**config.mk**
```make
export PLATFORM = sky130hd
export DESIGN_NAME = fvnh_front
export DESIGN_NICKNAME = d
export VERILOG_FILES = /design/src/design/fvnh_pkg.sv /design/src/design/fvnh_front.sv
export SDC_FILE = /design/constraint.sdc
export NUM_CORES = 1
export LEC_CHECK = 0
export BUFFER_PORTS_ARGS = -buffer_cell sky130_fd_sc_hd__buf_2
export CORE_MARGIN = 2
export CORE_UTILIZATION = 49
export CTS_BUF_LIST = sky130_fd_sc_hd__clkbuf_8
export DETAILED_ROUTE_END_ITERATION = 6
export PLACE_DENSITY_LB_ADDON = 0.25
export SLEW_MARGIN = 20
export SYNTH_ARGS = -nofsm -noshare
export SYNTH_HDL_FRONTEND = slang
export SYNTH_SLANG_ARGS = --single-unit
```
**constraint.sdc**
```tcl
create_clock -name i_clk -period 13.6 [get_ports i_clk]
set_input_delay 3.4 -clock i_clk [delete_from_list [all_inputs] [get_ports i_clk]]
set_output_delay 3.4 -clock i_clk [all_outputs]
set_load 0.01 [all_outputs]
```
**src/design/fvnh_pkg.sv**
```systemverilog
// ----------------------------------------------------------------------------
// fvnh_pkg
// Shared constants and arithmetic helpers of the fractal noise height block.
// ----------------------------------------------------------------------------
`default_nettype none

package fvnh_pkg;

    localparam int STEP_W     = 20;
    localparam int HEIGHT_W   = 24;
    localparam int OUT_W      = 26;
    localparam int FRAC_W     = 16;
    localparam int VAL_W      = 33;
    localparam int OCTAVES_DEF    = 6;
    localparam int COORD_BITS_DEF = 12;

    localparam logic [STEP_W-1:0]   STEP_RST   = 20'd65536;
    localparam logic [HEIGHT_W-1:0] HEIGHT_RST = 24'd256;

    localparam logic [31:0] HASH_ROW  = 32'd57;
    localparam logic [31:0] HASH_MUL  = 32'd15731;
    localparam logic [31:0] HASH_ADD1 = 32'd789221;
    localparam logic [31:0] HASH_ADD2 = 32'd1376312589;

    // Register indices on the configuration port.
    typedef enum logic {
        REG_COORD_STEP = 1'b0,
        REG_MAX_HEIGHT = 1'b1
    } t_reg;

    // Linear blend of two values by a 16-bit fraction, rounded down.
    function automatic logic signed [VAL_W-1:0] blend(
        input logic signed [VAL_W-1:0] a,
        input logic signed [VAL_W-1:0] b,
        input logic [FRAC_W-1:0]       f
    );
        logic signed [63:0] wa;
        logic signed [63:0] wb;
        logic signed [63:0] p;
        wa = 64'(signed'({1'b0, 17'h10000 - {1'b0, f}}));
        wb = 64'(signed'({2'b0, f}));
        p  = (64'(a) * wa + 64'(b) * wb) >>> FRAC_W;
        return p[VAL_W-1:0];
    endfunction

endpackage

`default_nettype wire

```
**src/design/fvnh_front.sv**
```systemverilog
// ----------------------------------------------------------------------------
// fvnh_front
// Takes requests and scales the grid point by the coordinate step.
// ----------------------------------------------------------------------------
`default_nettype none

module fvnh_front #(
    parameter int COORD_BITS = fvnh_pkg::COORD_BITS_DEF,
    parameter int BW         = COORD_BITS + fvnh_pkg::STEP_W
) (
    input  wire logic                        i_clk,
    input  wire logic                        i_rst_n,
    input  wire logic                        i_start,
    input  wire logic [COORD_BITS-1:0]       i_grid_x,
    input  wire logic [COORD_BITS-1:0]       i_grid_z,
    input  wire logic [fvnh_pkg::STEP_W-1:0] i_coord_step,
    input  wire logic                        i_q_full,
    output logic                             o_busy,
    output logic                             o_push,
    output logic [BW-1:0]                    o_bx,
    output logic [BW-1:0]                    o_bz
);

    logic r_vld;
    logic accept;

    assign o_busy = r_vld & i_q_full;
    assign o_push = r_vld & ~i_q_full;
    assign accept = i_start & ~o_busy;

    always_ff @(posedge i_clk) begin
        if (!i_rst_n) begin
            r_vld <= 1'b0;
        end else begin
            r_vld <= accept | (r_vld & ~o_push);
        end
    end

    always_ff @(posedge i_clk) begin
        if (accept) begin
            o_bx <= BW'(i_grid_x) * BW'(i_coord_step);
            o_bz <= BW'(i_grid_z) * BW'(i_coord_step);
        end
    end

endmodule

`default_nettype wire

```
==> reports/qor.csv <==
metric;value;unit
# DRC;14;
Leakage;9.36;nW
Period minus WS final;8.62;ns
Yosys top cell area share;42.0;%
failing checks;DRC;
Post-CTS Setup Bufs;0;
WHS;0.672;ns
Final Hold Fails;0;
CTS tree;done;
fin util;52.4;%
DIE AREA;0.0365;mm2
num rows;68;
vias in the first global route;13200;
startpoint types;input port;
CTS sink cnt;65;
Die Ht;191;um
clock slew at reported path FFs;0.09;ns
number of gates resized after CTS;0;
Post-DRT Antenna Nets;0;
most instantiated library cell after synthesis;inv_1;
Reg2Reg Depth;3;
drt pass-1 iters;7;
root buffer cell;clkbuf_8;
final wirelength;35.9;mm
EDFF count, synth;64;
pin count of the biggest net entering global routing;65;
post-synth top area cell;fa_1;
CP required;13.79;ns
final worst slack;4.98;ns
sequential fraction of the synthesis area;11.3;%
clock skew;0.0152;ns
Max Root-Sink Buffers;2;
Post-DP Area;0.0179;mm2
post-route cell area;0.0181;mm2
WP data arrival;8.81;ns
Core Area;0.0345;mm2
peak supply drop;0.239;mV
Total GRT Usage;21.5;%
wire per inst;15.0;um
max_slew headroom;41.1;%
Commonest cells post-synth;449 x inv_1, 363 x nand2_1, 360 x fa_1;
count of final max-slew check failures;0;
hold path depth;2;
final setup fails;0;
ys flop type;edfxtp_1;
Mean Syn Cell Area;8.97;um2
Top Ports;114;
Hold Path End;r_vld;
Initial Utilization;49.7;%
r2r setup slk;11.89;ns
worst-path fanout max;24;
initial antenna violation count;2;
IO Port Bufs;113;
worst flop-to-flop path startpoint;r_vld;
Die X;191;um
syn_nets;2461;
Hold WC Path Type;flop to flop;
Async S/R FF share, synth;0;%
status;finished, violations left;
Max Clk Rate;116;MHz
Setup crit end kind;flop;
Least-Margin Pin Slew;0.883;ns
worst setup path class;input port to flop;
worst r2r dst;o_bz[19];
Setup TNS;0;ns
Ys Warns;0;
# nets final;2483;
min-delay src;r_vld;
Vias;12600;
synth top area cells;fa_1 42%, edfxtp_1 11%, ha_1 10%, inv_1 9.8%, nand2_1 7.9%;
Mapped Area;0.0172;mm2
Hold Buf Count CTS;0;
crit share post-route;63.4;%
vias per std cell;5.24;
flop and latch count out of synthesis;65;
GRT Residual Overflow;0;
dpl ws;4.53;ns
Syn Inst Count;1913;
Synth-to-Final Area Change;5.57;%
Pwr Density;257;mW/mm2
first-pass GRT wire length;62.5;mm
library cells used by synthesis;54;
DRT iter0 DRCs;763;
routability cong.;0.891;
detailed placement HPWL;29.1;mm
share of post-route cells with drive strength above 1;7.06;%
clock latency on the worst-skew pair;0.43;ns
htree depth;3;
RSZ-0062 raised after global routing;false;
CTS buffer count;9;
maxcap violations;0;
==> sequential cells by signal (all words and copies together), names as in the netlist <==
signal and cells:
o_bz 32, r_vld 1, o_bx 32
==> stage by stage <==
step | instances | total power (W)
6_report | 2397 | 0.00465
5_1_grt | 2395 | 0.00528
4_1_cts | 2395 | 0.00468
3_5_place_dp | 2379 | 0.00448
3_3_place_gp | 2379 | 0.00440
2_1_floorplan | 1913 | 0.00362
==> report_power, final <==
part           leakage, nW  switching [W]  total [W]  internal, W
clock network       0.0889      0.0000943   0.000178    0.0000838
logic                 8.64        0.00232    0.00394      0.00162
registers            0.630      0.0000199   0.000532     0.000512
==> metal layers <==
metal  wire length [um]  global-route usage [%]  up-vias  share of wire [%]
li1                   -                       -     5724                  -
met1              15600                    28.7     6496                 43
met2              18000                    37.0      300                 50
met3               1730                    2.72       41                4.8
met4                605                    5.68        2                1.7
met5                 13                       0        -              0.036
==> how the worst max path moves through the flow <==
stage | startpoint | cells past startpoint | end
after global routing | i_coord_step[9] | 18 | o_bx[29]
final | i_coord_step[7] | 18 | o_bz[30]
after CTS | i_coord_step[10] | 18 | o_bz[30]
after floorplan | i_grid_z[6] | 19 | o_bz[30]
after global placement | i_coord_step[10] | 18 | o_bz[30]
after detailed placement | i_coord_step[10] | 18 | o_bz[30]
==> cells in the final DEF, fill, tap and decap left out, types with 7 or more instances in the layout <==
master / n
edfxtp_1: 64
nor2_1: 31
a21oi_1: 48
ha_1: 140
and2_1: 146
o31ai_1: 7
clkbuf_8: 9
xnor2_1: 34
xor2_1: 15
nand2_1: 363
nand3_1: 8
fa_1: 360
nor2b_1: 10
o21ai_0: 29
a21o_1: 24
inv_1: 450
nand4_1: 8
o21a_1: 7
buf_2: 113
a31oi_1: 9
==> worst max-delay path: stages <==
cell and delay [ns]:
buf_2 0.38, nand2_1 0.16, fa_1 0.56, inv_1 0.06
fa_1 0.54, fa_1 0.42, fa_1 0.50, inv_1 0.05
fa_1 0.47, inv_1 0.04, ha_1 0.37, a21o_1 0.25
or3_1 0.32, o22ai_2 0.22, o221ai_2 0.23, a311o_2 0.47
a221oi_2 0.25, xnor2_1 0.10
==> final cells by class <==
| class | count | area [um2] |
|---|---|---|
| fill | 3285 | 16400 |
| clock buffer | 9 | 124 |
| sequential | 65 | 1940 |
| inverter | 449 | 1690 |
| tap | 455 | 569 |
| clock inverter | 7 | 72.6 |
| antenna | 2 | 5.00 |
| multi-input combinational | 1296 | 13100 |
| timing repair buffer | 114 | 573 |
==> kinds of logic after synthesis <==
logic type	share of synthesized area (%)
buffers and inverters	12.1
XOR/XNOR	2.50
adder cells (fa/ha/maj)	52.2
flip-flops	11.3
AO/OA/AOI/OAI	6.31
AND/OR/NAND/NOR	15.5
Note: power is estimated with default switching activity, not from simulation.
