### config.mk
export PLATFORM = sky130hd
export DESIGN_NAME = fvnh_queue
export DESIGN_NICKNAME = d
export VERILOG_FILES = /design/src/design/fvnh_queue.sv
export SDC_FILE = /design/constraint.sdc
export NUM_CORES = 1
export LEC_CHECK = 0
export ABC_AREA = 1
export ABC_CLOCK_PERIOD_IN_PS = 3600
export BUFFER_PORTS_ARGS = -buffer_cell sky130_fd_sc_hd__buf_2
export CAP_MARGIN = 20
export CELL_PAD_IN_SITES_DETAIL_PLACEMENT = 0
export CELL_PAD_IN_SITES_GLOBAL_PLACEMENT = 1
export CORE_UTILIZATION = 40
export DETAILED_ROUTE_END_ITERATION = 10
export PLACE_DENSITY_LB_ADDON = 0.12
export SLEW_MARGIN = 0
export SYNTH_ARGS = -nofsm -noshare
export SYNTH_HDL_FRONTEND = slang
export SYNTH_SLANG_ARGS = --single-unit
### constraint.sdc
create_clock -name i_clk -period 3.6 [get_ports i_clk]
set_input_delay 0.18 -clock i_clk [delete_from_list [all_inputs] [get_ports i_clk]]
set_output_delay 0.18 -clock i_clk [all_outputs]
set_load 0.03 [all_outputs]
### src/design/fvnh_queue.sv
// ----------------------------------------------------------------------------
// fvnh_queue
// Two-entry queue between the scaling front end and the octave back end.
// ----------------------------------------------------------------------------
`default_nettype none

module fvnh_queue #(
    parameter int W = 64
) (
    input  wire logic         i_clk,
    input  wire logic         i_rst_n,
    input  wire logic         i_push,
    input  wire logic [W-1:0] i_data,
    input  wire logic         i_pop,
    output logic              o_valid,
    output logic              o_full,
    output logic [W-1:0]      o_data
);

    logic [W-1:0] r_mem [2];
    logic         r_wp;
    logic         r_rp;
    logic [1:0]   r_cnt;

    always_ff @(posedge i_clk) begin
        if (!i_rst_n) begin
            r_wp  <= 1'b0;
            r_rp  <= 1'b0;
            r_cnt <= 2'd0;
        end else begin
            if (i_push) r_wp <= ~r_wp;
            if (i_pop)  r_rp <= ~r_rp;
            r_cnt <= r_cnt + 2'(i_push) - 2'(i_pop);
        end
    end

    always_ff @(posedge i_clk) begin
        if (i_push) r_mem[r_wp] <= i_data;
    end

    assign o_valid = (r_cnt != 2'd0);
    assign o_full  = (r_cnt == 2'd2);
    assign o_data  = r_mem[r_rp];

endmodule

`default_nettype wire

==> reports/qor.csv, run 1 <==
stage;metric;value;unit
grt;vias in the first global route;2715;
place;routability congestion estimate;0.6811;
sta;Hold Vio Cnt, Final;0;
sta;Final Skew;0.004823;ns
sta;PnR worst setup slack;1.238;ns
route;via count;2764;
floorplan;Core Region;12570;um2
worst_setup_path;critical path's top delay family;flip-flops;
route;drt drc;0;
power;Seq pwr share;44.2;%
worst_setup_path;Worst setup SP type;flip-flop;
worst_setup_path;required time worst endpoint;3.42;ns
cts;clk_lat worst skew;0.39;ns
cts;H-tree depth;4;
power;cell leakage power;2.926;nW
synthesis;Avg Cell Area, Syn;22.18;um2
floorplan;Die Y;115.4;um
sta;relative slew slack;33.71;%
synthesis;Yosys reg bits;133;
synthesis;count leader, synth;edfxtp_1;
cts;CTS Root Cell;clkbuf_16;
worst_setup_path;worst endpoint data arrival time;2.18;ns
sta;RSZ-0062 raised after global routing;false;
grt;largest net degree at the start of global routing;65;
synthesis;Syn Inst Count;232;
synthesis;Post-synth top flop;edfxtp_1;
final_layout;Ant. Diodes;0;
route;vias per cell;4.387;
final_layout;nets@finish;515;
sta;minimum clock period;2.362;ns
synthesis;top cells by area, synth;edfxtp_1 (75%), mux2_4 (18%), buf_12 (2.3%);
cts;CTS sink cnt;133;
grt;first-pass GRT wire length;13240;um
place;DP HPWL;5409;um
cts;CTS tree;built;
route;wire per inst;14.03;um
run;max_cap viols;0;
sta;Final Setup Violations;0;
cts;# Post-CTS Setup Buffers;0;
sta;Slew Limit Fails;0;
cts;clock tree buffer depth;2;
power;Comb power frac;12.2;%
worst_setup_path;worst path bufs/invs;2;
sta;Worst-Margin Slew;0.9920;ns
grt;GRT Overall Usage;13.79;%
power;Sw Share;21.58;%
place;post-place setup slack;1.597;ns
power;PD cells;573.6;nW/um2
place;port bufs;133;
synthesis;register area share after synthesis;76.64;%
floorplan;Rows;41;
power;NetSw;892.8;uW
final_layout;Layout area overhead;40.14;%
synthesis;Synth cell types;12;
sta;TNS Setup;0;ns
power;clock power share;43.5;%
final_layout;final core occ;57.38;%
floorplan;Die Wd;115.4;um
grt;Remaining Overflow, GRT;0;
synthesis;Synth Cell Area;5146;um2
floorplan;initial core utilization;40.95;%
worst_setup_path;CP peak stage delay;0.82;ns
route;Final ANT Viol Nets;0;
synthesis;largest area contributor in the netlist;edfxtp_1;
route;DRT Wirelength;8842;um
cts;clock slew seen by the registers of the worst setup and hold paths;0.05;ns
worst_hold_path;Hold Crit Class;primary input to flip-flop;
floorplan;die area;13320;um2
synthesis;Ys Warns;0;
worst_setup_path;worst path cell trace;buf_4 > mux2_4 > buf_2;
power;Pint;3.244;mW
final_layout;share of layout cells above drive strength 1;50.44;%
cts;CTS Buf Count;17;
route;drt pass-1 iters;4;
grt;initial antenna violation count;0;
worst_setup_path;crit-path max FO;37;
run_status;outcome;finished, final reports clean;
power;Max IR drop VDD;302.7;uV
sta;Max Clock Freq;423.4;MHz
synthesis;Post-synth ARST share;0;%
route;DRT iter0 DRCs;95;
synthesis;syn_nets;302;
sta;final period utilization;65.61;%
worst_setup_path;Critical Path Sink Type;primary output;
synthesis;Yosys top cell area share;74.69;%
floorplan;I/O pin count;134;
synthesis;Post-synth top cells;edfxtp_1 (128), mux2_4 (60), nand2_1 (9);
worst_setup_path;worst setup path category;flip-flop to primary output;
worst_setup_path;Worst path slowest cell;dfxtp_4;
synthesis;Post-synth EDFFs;128;
## flip-flops by register name (all words and copies together) (netlist names), named ones only
signal	flops
r_mem	128
r_cnt	2
r_wp	1
r_rp	1
## worst paths after layout
kind	startpoint	to	cells past startpoint	slack [ns]
setup / recovery	flip-flop	o_data[13]	3	1.24
setup reg to reg	r_wp	r_mem[0][43]	2	1.83
hold reg to reg	r_rp	r_rp	2	0.50
hold / removal	i_rst_n	r_cnt[0]	3	0.03
## worst min-delay path, cell delays in order
cell and delay, ns:
buf_2 0.12, nand2_1 0.05, inv_1 0.04
## power groups by stage
stage / sequential (mW) / clock, mW / combinational, mW
global route: 1.84 / 1.91 / 0.543
global placement: 1.86 / 0 / 0.454
detailed placement: 1.86 / 0 / 0.458
floorplan: 1.84 / 0 / 0.353
finish: 1.83 / 1.80 / 0.506
CTS: 1.83 / 1.83 / 0.514
## layer usage
metal	up-vias	track usage, %	share of wire, %
li1	1327	-	-
met1	1341	16.18	42
met2	84	22.95	51
met3	12	5.073	5.9
met4	0	5.714	1.3
met5	-	0	0
## kinds of logic after synthesis
kind of cell / Yosys count / share of synthesized area, %
AND/OR/NAND/NOR: 18 / 1.337
flip-flops: 133 / 76.64
multiplexers: 64 / 18.38
adder cells (fa/ha/maj): 2 / 0.4862
AO/OA/AOI/OAI: 1 / 0.09716
buffers and inverters: 14 / 3.064
## per-stage QoR
stage,total power [mW],hold slack (ns),cells,area (um2)
6_report,4.137,0.03099,630,7212
5_1_grt,4.287,0.04709,630,7212
4_1_cts,4.178,0.01733,630,7212
3_5_place_dp,2.321,0.3714,534,5949
3_3_place_gp,2.314,0.3667,534,5949
2_1_floorplan,2.197,0.2735,232,5146
## placed cells by master, fill, tap and decap left out
cell type and n:
buf_2 133, edfxtp_1 128, dlygate4sd3_1 64, mux2_4 60, clkbuf_16 17, nand2_1 9
nor2_1 7, inv_1 6, bufinv_16 5, mux2_2 4, clkinv_2 4, clkbuf_1 4
dfxtp_1 4, buf_4 3, ha_1 2, inv_2 1, nor2_4 1, a21oi_1 1
nand3_1 1, dfxtp_4 1, clkinvlp_4 1, clkinv_1 1, buf_12 1
## area by class of cell
| type | instances | area [um2] |
|---|---|---|
| fill | 1017 | 5356 |
| sequential | 133 | 3948 |
| timing repair buffer | 201 | 1349 |
| multi-input combinational | 85 | 1052 |
| clock buffer | 21 | 440.4 |
| tap | 172 | 215.2 |
| clock inverter | 11 | 181.4 |
| inverter | 7 | 26.28 |
## repair_timing
| item | in CTS | in global routing |
|---|---|---|
| hold buffers | 64 | 0 |
| setup endpoints to repair | 0 | 0 |
| resized for setup | 0 | 0 |
| hold endpoints to repair | 128 | 0 |
(Power assumes the default switching activity.)
==> run 2, diff against run 1 <==
--- a/config.mk
+++ b/config.mk
@@ -5,8 +5,8 @@
 export SDC_FILE = /design/constraint.sdc
 export NUM_CORES = 1
 export LEC_CHECK = 0
-export ABC_AREA = 1
-export ABC_CLOCK_PERIOD_IN_PS = 3600
+export ABC_AREA = 0
+export ABC_CLOCK_PERIOD_IN_PS = 1900
 export BUFFER_PORTS_ARGS = -buffer_cell sky130_fd_sc_hd__buf_2
 export CAP_MARGIN = 20
 export CELL_PAD_IN_SITES_DETAIL_PLACEMENT = 0
==> constraint.sdc (replaced) <==
create_clock -name i_clk -period 1.9 [get_ports i_clk]
set_input_delay 0.095 -clock i_clk [delete_from_list [all_inputs] [get_ports i_clk]]
set_output_delay 0.095 -clock i_clk [all_outputs]
set_load 0.03 [all_outputs]
==> reports/qor.csv, run 2 <==
stage;metric;value;unit;change
run_status;outcome;finished, final reports clean;;unchanged
sta;Hold Vio Cnt, Final;0;;unchanged
grt;largest net degree at the start of global routing;59;;was 65
floorplan;die area;13330;um2;was 13320 um2
synthesis;Synth Cell Area;5149;um2;was 5146 um2
synthesis;Yosys reg bits;133;;unchanged
route;drt pass-1 iters;4;;unchanged
final_layout;Ant. Diodes;0;;unchanged
sta;RSZ-0062 raised after global routing;false;;unchanged
synthesis;Synth cell types;14;;was 12
route;drt drc;0;;unchanged
final_layout;nets@finish;505;;was 515
cts;H-tree depth;4;;unchanged
synthesis;Post-synth EDFFs;128;;unchanged
power;Seq pwr share;46.5;%;was 44.2%
final_layout;Layout area overhead;39.13;%;was 40.14%
place;Placed Cells;523;;was 534
cts;clk_lat worst skew;0.40;ns;was 0.39 ns
synthesis;largest area contributor in the netlist;edfxtp_1;;unchanged
synthesis;syn_nets;290;;was 302
final_layout;largest register by flop count;r_mem;;unchanged
floorplan;Rows;41;;unchanged
worst_setup_path;required time worst endpoint;1.80;ns;was 3.42 ns
cts;clock slew seen by the registers of the worst setup and hold paths;0.05;ns;about the same
place;port bufs;133;;unchanged
power;Comb power frac;15.2;%;was 12.2%
route;DRT Wirelength;8671;um;was 8842 um
worst_setup_path;Worst setup SP type;flip-flop;;unchanged
worst_setup_path;crit-path max FO;32;;was 37
grt;first-pass GRT wire length;12810;um;was 13240 um
route;Final ANT Viol Nets;0;;unchanged
final_layout;most frequent cells in the layout;buf_2 (133), edfxtp_1 (128), dlygate4sd3_1 (65);;was buf_2 (133), edfxtp_1 (128), dlygate4sd3_1 (64)
worst_setup_path;Critical Path Sink Type;primary output;;unchanged
synthesis;Post-synth top cells;edfxtp_1 (128), mux2_4 (60), buf_12 (6);;was edfxtp_1 (128), mux2_4 (60), nand2_1 (9)
synthesis;top cells by area, synth;edfxtp_1 (75%), mux2_4 (17%), buf_12 (2.3%);;was edfxtp_1 (75%), mux2_4 (18%), buf_12 (2.3%)
synthesis;Ys Warns;0;;unchanged
sta;Worst-Margin Slew;0.4275;ns;was 0.9920 ns
sta;TNS Setup;0;ns;unchanged
power;Pint;5.697;mW;was 3.244 mW
power;cell leakage power;2.870;nW;was 2.926 nW
grt;Remaining Overflow, GRT;0;;unchanged
sta;minimum clock period;1.812;ns;
cts;CTS Buf Count;17;;unchanged
sta;final period utilization;95.36;%;
synthesis;Post-synth top flop;edfxtp_1;;unchanged
route;DRT iter0 DRCs;112;;was 95
final_layout;number of flip-flops in the largest register;128;;unchanged
power;clock power share;38.3;%;was 43.5%
final_layout;share of layout cells above drive strength 1;50.89;%;was 50.44%
sta;worst hold margin;0.04531;ns;was 0.03099 ns
floorplan;Die Wd;115.5;um;was 115.4 um
floorplan;Core Region;12570;um2;unchanged
cts;CTS sink cnt;133;;unchanged
cts;clock tree buffer depth;2;;unchanged
route;vias per cell;4.311;;was 4.387
synthesis;Post-synth ARST share;0;%;unchanged
floorplan;Die Y;115.5;um;was 115.4 um
run;max_cap viols;0;;unchanged
sta;Max Clock Freq;551.9;MHz;
power;Sw Share;23.14;%;was 21.58%
power;overall power;7.412;mW;was 4.137 mW
synthesis;Avg Cell Area, Syn;23.40;um2;was 22.18 um2
worst_setup_path;worst endpoint data arrival time;1.72;ns;was 2.18 ns
grt;vias in the first global route;2597;;was 2715
final_layout;most common cell after layout, fill and taps aside;buf_2;;unchanged
place;routability congestion estimate;0.6480;;was 0.6811
cts;# Post-CTS Setup Buffers;0;;unchanged
worst_setup_path;worst setup path category;flip-flop to primary output;;unchanged
final_layout;final core occ;56.99;%;was 57.38%
floorplan;I/O pin count;134;;unchanged
power;NetSw;1.715;mW;was 892.8 uW
synthesis;count leader, synth;edfxtp_1;;unchanged
route;via count;2673;;was 2764
cts;CTS tree;built;;unchanged
power;Max IR drop VDD;512.8;uV;was 302.7 uV
worst_hold_path;Hold Crit Class;primary input to flip-flop;;unchanged
final_layout;Top Registers;r_mem: 128 flops, r_cnt: 2 flops;;unchanged
place;DP HPWL;5240;um;was 5409 um
synthesis;Yosys top cell area share;74.65;%;was 74.69%
power;PD cells;1035;nW/um2;was 573.6 nW/um2
sta;relative slew slack;71.50;%;was 33.71%
floorplan;initial core utilization;40.97;%;was 40.95%
sta;Final Skew;0.004252;ns;was 0.004823 ns
sta;Slew Limit Fails;0;;unchanged
synthesis;Syn Inst Count;220;;was 232
grt;initial antenna violation count;0;;unchanged
final_layout;post-route non-filler standard cell count;620;;was 630
synthesis;register area share after synthesis;76.60;%;was 76.64%
route;wire per inst;13.99;um;was 14.03 um
sta;Final Setup Violations;0;;unchanged
grt;GRT Overall Usage;13.60;%;was 13.79%
cts;CTS Root Cell;clkbuf_16;;unchanged
==> run 2: cell count changes in the layout (fill, tap and decap cells not counted), moves of 2 or more <==
cell,change
nand2_1,-9
nor2_1,-7
clkbuf_1,+5
bufinv_16,-4
inv_1,-4
and2_1,+3
buf_12,+3
nor2b_1,+3
buf_4,-2
==> run 2: final cells by class <==
cell class | count | area (um2)
Timing Repair Buffer | 203 | 1404
Inverter | 2 | 7.507
Clock buffer | 26 | 459.2
Tap cell | 172 | 215.2
Multi-Input combinational cell | 78 | 1076
Sequential cell | 133 | 3948
Clock inverter | 6 | 53.80
Fill cell | 998 | 5405
==> run 2: power groups by stage <==
stage	Combinational (mW)	Sequential, mW	Clock [mW]
after floorplan	0.794	3.49	0
after global placement	1.03	3.50	0
after detailed placement	1.03	3.51	0
after CTS	1.14	3.45	2.92
after global routing	1.20	3.46	3.04
final	1.12	3.45	2.84
==> run 2: cell families after synthesis <==
group	after synthesis	synth area share, %
simple gates	9	1.093
flops	133	76.60
fa+ha+maj	2	0.4859
xor+xnor	2	0.6075
mux	64	18.37
buf+inv	9	2.698
compound gates	1	0.1459
==> run 2: final timing paths <==
kind | endpoint | startpoint | slack, ns | cells after the start
worst max-delay path | o_data[1] | flip-flop | 0.09 | 3
worst min-delay path | flip-flop | i_pop | 0.05 | 3
worst max register to register | r_mem[1][51] | r_wp | 0.59 | 2
worst min register to register | flip-flop | r_rp | 0.59 | 2
==> run 2: metal layers <==
| layer | routed length, um | track usage [%] | vias up | share of wire (%) |
|---|---|---|---|---|
| met5 | 0 | 0 | - | 0 |
| met1 | 3637 | 15.06 | 1276 | 42 |
| met3 | 502 | 4.550 | 15 | 5.8 |
| met2 | 4330 | 22.51 | 86 | 50 |
| li1 | - | - | 1296 | - |
| met4 | 200 | 8.831 | 0 | 2.3 |
==> run 2: through the flow <==
stage / setup slack (ns) / instance area, um2
floorplan: 0.1886 / 5157
global placement: 0.5119 / 6000
detailed placement: 0.5095 / 6000
CTS: 0.05807 / 7163
global route: 0.02693 / 7163
finish: 0.08819 / 7163
==> run 2: worst max-delay path, stage by stage (launching register included) <==
cell and delay, ns:
dfxtp_4 0.46, buf_12 0.27, mux2_2 0.37, buf_2 0.18
==> run 2: what timing repair did <==
action,in CTS,in global routing
hold buffers,65,0
gates resized for setup,0,0
endpoints found under the hold margin,133,0
==> run 3, diff against run 2 <==
--- a/config.mk
+++ b/config.mk
@@ -7,12 +7,13 @@
 export LEC_CHECK = 0
 export ABC_AREA = 0
 export ABC_CLOCK_PERIOD_IN_PS = 1900
-export BUFFER_PORTS_ARGS = -buffer_cell sky130_fd_sc_hd__buf_2
 export CAP_MARGIN = 20
 export CELL_PAD_IN_SITES_DETAIL_PLACEMENT = 0
 export CELL_PAD_IN_SITES_GLOBAL_PLACEMENT = 1
-export CORE_UTILIZATION = 40
+export CORE_MARGIN = 2
+export CORE_UTILIZATION = 48
 export DETAILED_ROUTE_END_ITERATION = 10
+export DONT_BUFFER_PORTS = 1
 export PLACE_DENSITY_LB_ADDON = 0.12
 export SLEW_MARGIN = 0
 export SYNTH_ARGS = -nofsm -noshare
==> constraint.sdc (replaced) <==
create_clock -name i_clk -period 1.9 [get_ports i_clk]
set_input_delay 0.38 -clock i_clk [delete_from_list [all_inputs] [get_ports i_clk]]
set_output_delay 0.38 -clock i_clk [all_outputs]
set_load 0.03 [all_outputs]
==> reports/qor.csv, run 3 (synthesis results as in run 2) <==
stage;metric;value;unit;change
power;Max IR drop VDD;644.1;uV;was 512.8 uV
final_layout;number of flip-flops in the largest register;128;;unchanged
worst_hold_path;Worst Min Path Start;i_rst_n;;was i_pop
place;DP HPWL;5673;um;was 5240 um
sta;Slew Limit Fails;0;;unchanged
cts;CTS tree;built;;unchanged
place;post-place setup slack;0.4114;ns;was 0.5095 ns
grt;initial antenna violation count;0;;unchanged
route;drt pass-1 iters;4;;unchanged
sta;Max Clock Freq;525.9;MHz;was 551.9 MHz
worst_setup_path;required time worst endpoint;1.52;ns;was 1.80 ns
place;Placed Cells;357;;was 523
final_layout;Top Registers;r_mem: 128 flops, r_cnt: 2 flops;;unchanged
grt;vias in the first global route;2414;;was 2597
power;PD cells;1146;nW/um2;was 1035 nW/um2
final_layout;Layout area overhead;30.98;%;was 39.13%
final_layout;share of layout cells above drive strength 1;35.26;%;was 50.89%
grt;Remaining Overflow, GRT;0;;unchanged
place;Area after DPL;5310;um2;was 6000 um2
power;overall power;7.729;mW;was 7.412 mW
run_status;outcome;complete, but fails checks;;was finished, final reports clean
worst_setup_path;worst setup path category;flip-flop to primary output;;unchanged
cts;H-tree depth;4;;unchanged
worst_setup_path;Worst path slowest cell;dfxtp_4;;unchanged
sta;Final Skew;0.005185;ns;was 0.004252 ns
worst_setup_path;Critical Path Sink Type;primary output;;unchanged
sta;RSZ-0062 raised after global routing;true;;was false
power;cell leakage power;2.494;nW;was 2.870 nW
cts;CTS sink cnt;133;;unchanged
final_layout;most common cell after layout, fill and taps aside;edfxtp_1;;was buf_2
floorplan;I/O pin count;134;;unchanged
route;DRT iter0 DRCs;64;;was 112
run_status;failing checks;negative setup slack;;
cts;CTS Root Cell;clkbuf_8;;was clkbuf_16
floorplan;die area;11570;um2;was 13330 um2
worst_setup_path;worst path bufs/invs;2;;unchanged
worst_setup_path;RR Startpoint;r_wp;;unchanged
sta;PnR worst setup slack;-0.001349;ns;was 0.08819 ns
sta;worst hold margin;0.02693;ns;was 0.04531 ns
sta;minimum clock period;1.901;ns;was 1.812 ns
sta;Hold Vio Cnt, Final;0;;unchanged
final_layout;Finished Cell Area;6744;um2;was 7163 um2
floorplan;Rows;37;;was 41
grt;GRT Overall Usage;14.89;%;was 13.60%
floorplan;Die Wd;107.6;um;was 115.5 um
cts;CTS Buf Count;17;;unchanged
final_layout;largest register by flop count;r_mem;;unchanged
final_layout;nets@finish;386;;was 505
grt;first-pass GRT wire length;12360;um;was 12810 um
run;max_cap viols;0;;unchanged
route;drt drc;0;;unchanged
sta;final period utilization;100.1;%;was 95.36%
route;DRT Wirelength;9021;um;was 8671 um
route;vias per cell;4.923;;was 4.311
worst_setup_path;CP peak stage delay;0.36;ns;was 0.46 ns
worst_setup_path;crit-path max FO;9;;was 32
route;wire per inst;19.40;um;was 13.99 um
final_layout;most frequent cells in the layout;edfxtp_1 (128), dlygate4sd3_1 (65), mux2_4 (64);;was buf_2 (133), edfxtp_1 (128), dlygate4sd3_1 (65)
place;port bufs;0;;was 133
cts;clock tree buffer depth;2;;unchanged
route;Final ANT Viol Nets;0;;unchanged
final_layout;fillcell total;723;;was 998
floorplan;Die Y;107.6;um;was 115.5 um
worst_setup_path;Worst setup SP type;flip-flop;;unchanged
place;routability congestion estimate;0.6510;;was 0.6480
floorplan;initial core utilization;49.65;%;was 40.97%
final_layout;post-route non-filler standard cell count;465;;was 620
cts;clk_lat worst skew;0.50;ns;was 0.40 ns
worst_hold_path;Hold Crit Class;primary input to flip-flop;;unchanged
sta;Final Setup Violations;1;;was 0
worst_setup_path;worst endpoint data arrival time;1.52;ns;was 1.72 ns
floorplan;Core Region;10370;um2;was 12570 um2
sta;relative slew slack;60.40;%;was 71.50%
worst_setup_path;critical path's top delay family;flip-flops;;unchanged
grt;largest net degree at the start of global routing;51;;was 59
sta;Worst-Margin Slew;0.5928;ns;was 0.4275 ns
route;via count;2289;;was 2673
worst_setup_path;worst path cell trace;buf_6 > clkbuf_16 > mux2_4;;was buf_12 > mux2_2 > buf_2
cts;clock slew seen by the registers of the worst setup and hold paths;0.05;ns;about the same
final_layout;Ant. Diodes;0;;unchanged
[run 3: cell types whose count changed in the layout (fill, tap and decap cells not counted), sizes merged]
cell,change
buf,-123
bufinv,+3
clkinv,+1
clkinvlp,+3
clkbuf,-3
[run 3: area by class of cell]
cell class / instances / area [um2] / share of cell area, %
clock inverter: 13 / 182.7 / 2.709
inverter: 2 / 7.507 / 0.1113
multi-input combinational: 78 / 1090 / 16.16
tap: 136 / 170.2 / 2.523
sequential: 133 / 3948 / 58.53
clock buffer: 19 / 421.7 / 6.252
timing repair buffer: 84 / 924.6 / 13.71
[run 3: metrics by stage]
| stage | TNS, ns | util (%) |
|---|---|---|
| 2_1_floorplan | 0 | - |
| 3_3_place_gp | 0 | 51.21 |
| 3_5_place_dp | 0 | 51.21 |
| 4_1_cts | -1.391 | 63.67 |
| 5_1_grt | -2.869 | 65.03 |
| 6_report | -0.001349 | 65.03 |
[run 3: timing repair]
action / in CTS / in global routing
endpoints found under the setup margin: 56 / 56
cloned: 0 / 5
gates resized for setup: 4 / 3
buffers inserted: 3 / 3
hold buffers: 65 / 0
hold endpoints to repair: 132 / 0
[run 3: layer usage]
layer	routed length (um)	global-route usage [%]	up-vias	part of all wire, %
met5	0	0	-	0
met2	5093	26.68	85	56
met4	70	7.234	0	0.78
li1	-	-	1062	-
met3	516	5.085	7	5.7
met1	3341	15.49	1135	37
[run 3: report_power, final]
part	internal [mW]	total [mW]	switching, mW	leakage [nW]
registers	3.39	3.44	0.0503	1.24
logic	0.465	1.06	0.594	0.965
clock network	2.12	3.23	1.10	0.285
[run 3: path summary, 6_finish.rpt]
path / cells after the start / slack [ns] / to
worst max-delay path: 3 / -0.001 / o_data[6]
worst min-delay path: 1 / 0.03 / r_cnt[1]
worst max register to register: 2 / 0.65 / r_mem[1][50]
worst min register to register: 2 / 0.59 / r_rp
[run 3: worst reg2reg max path: cells and delay by family, from the launching register on]
family,cells,cell delay (ns)
AND/OR/NAND/NOR,1,0.19
buffers and inverters,1,0.34
flip-flops,1,0.38
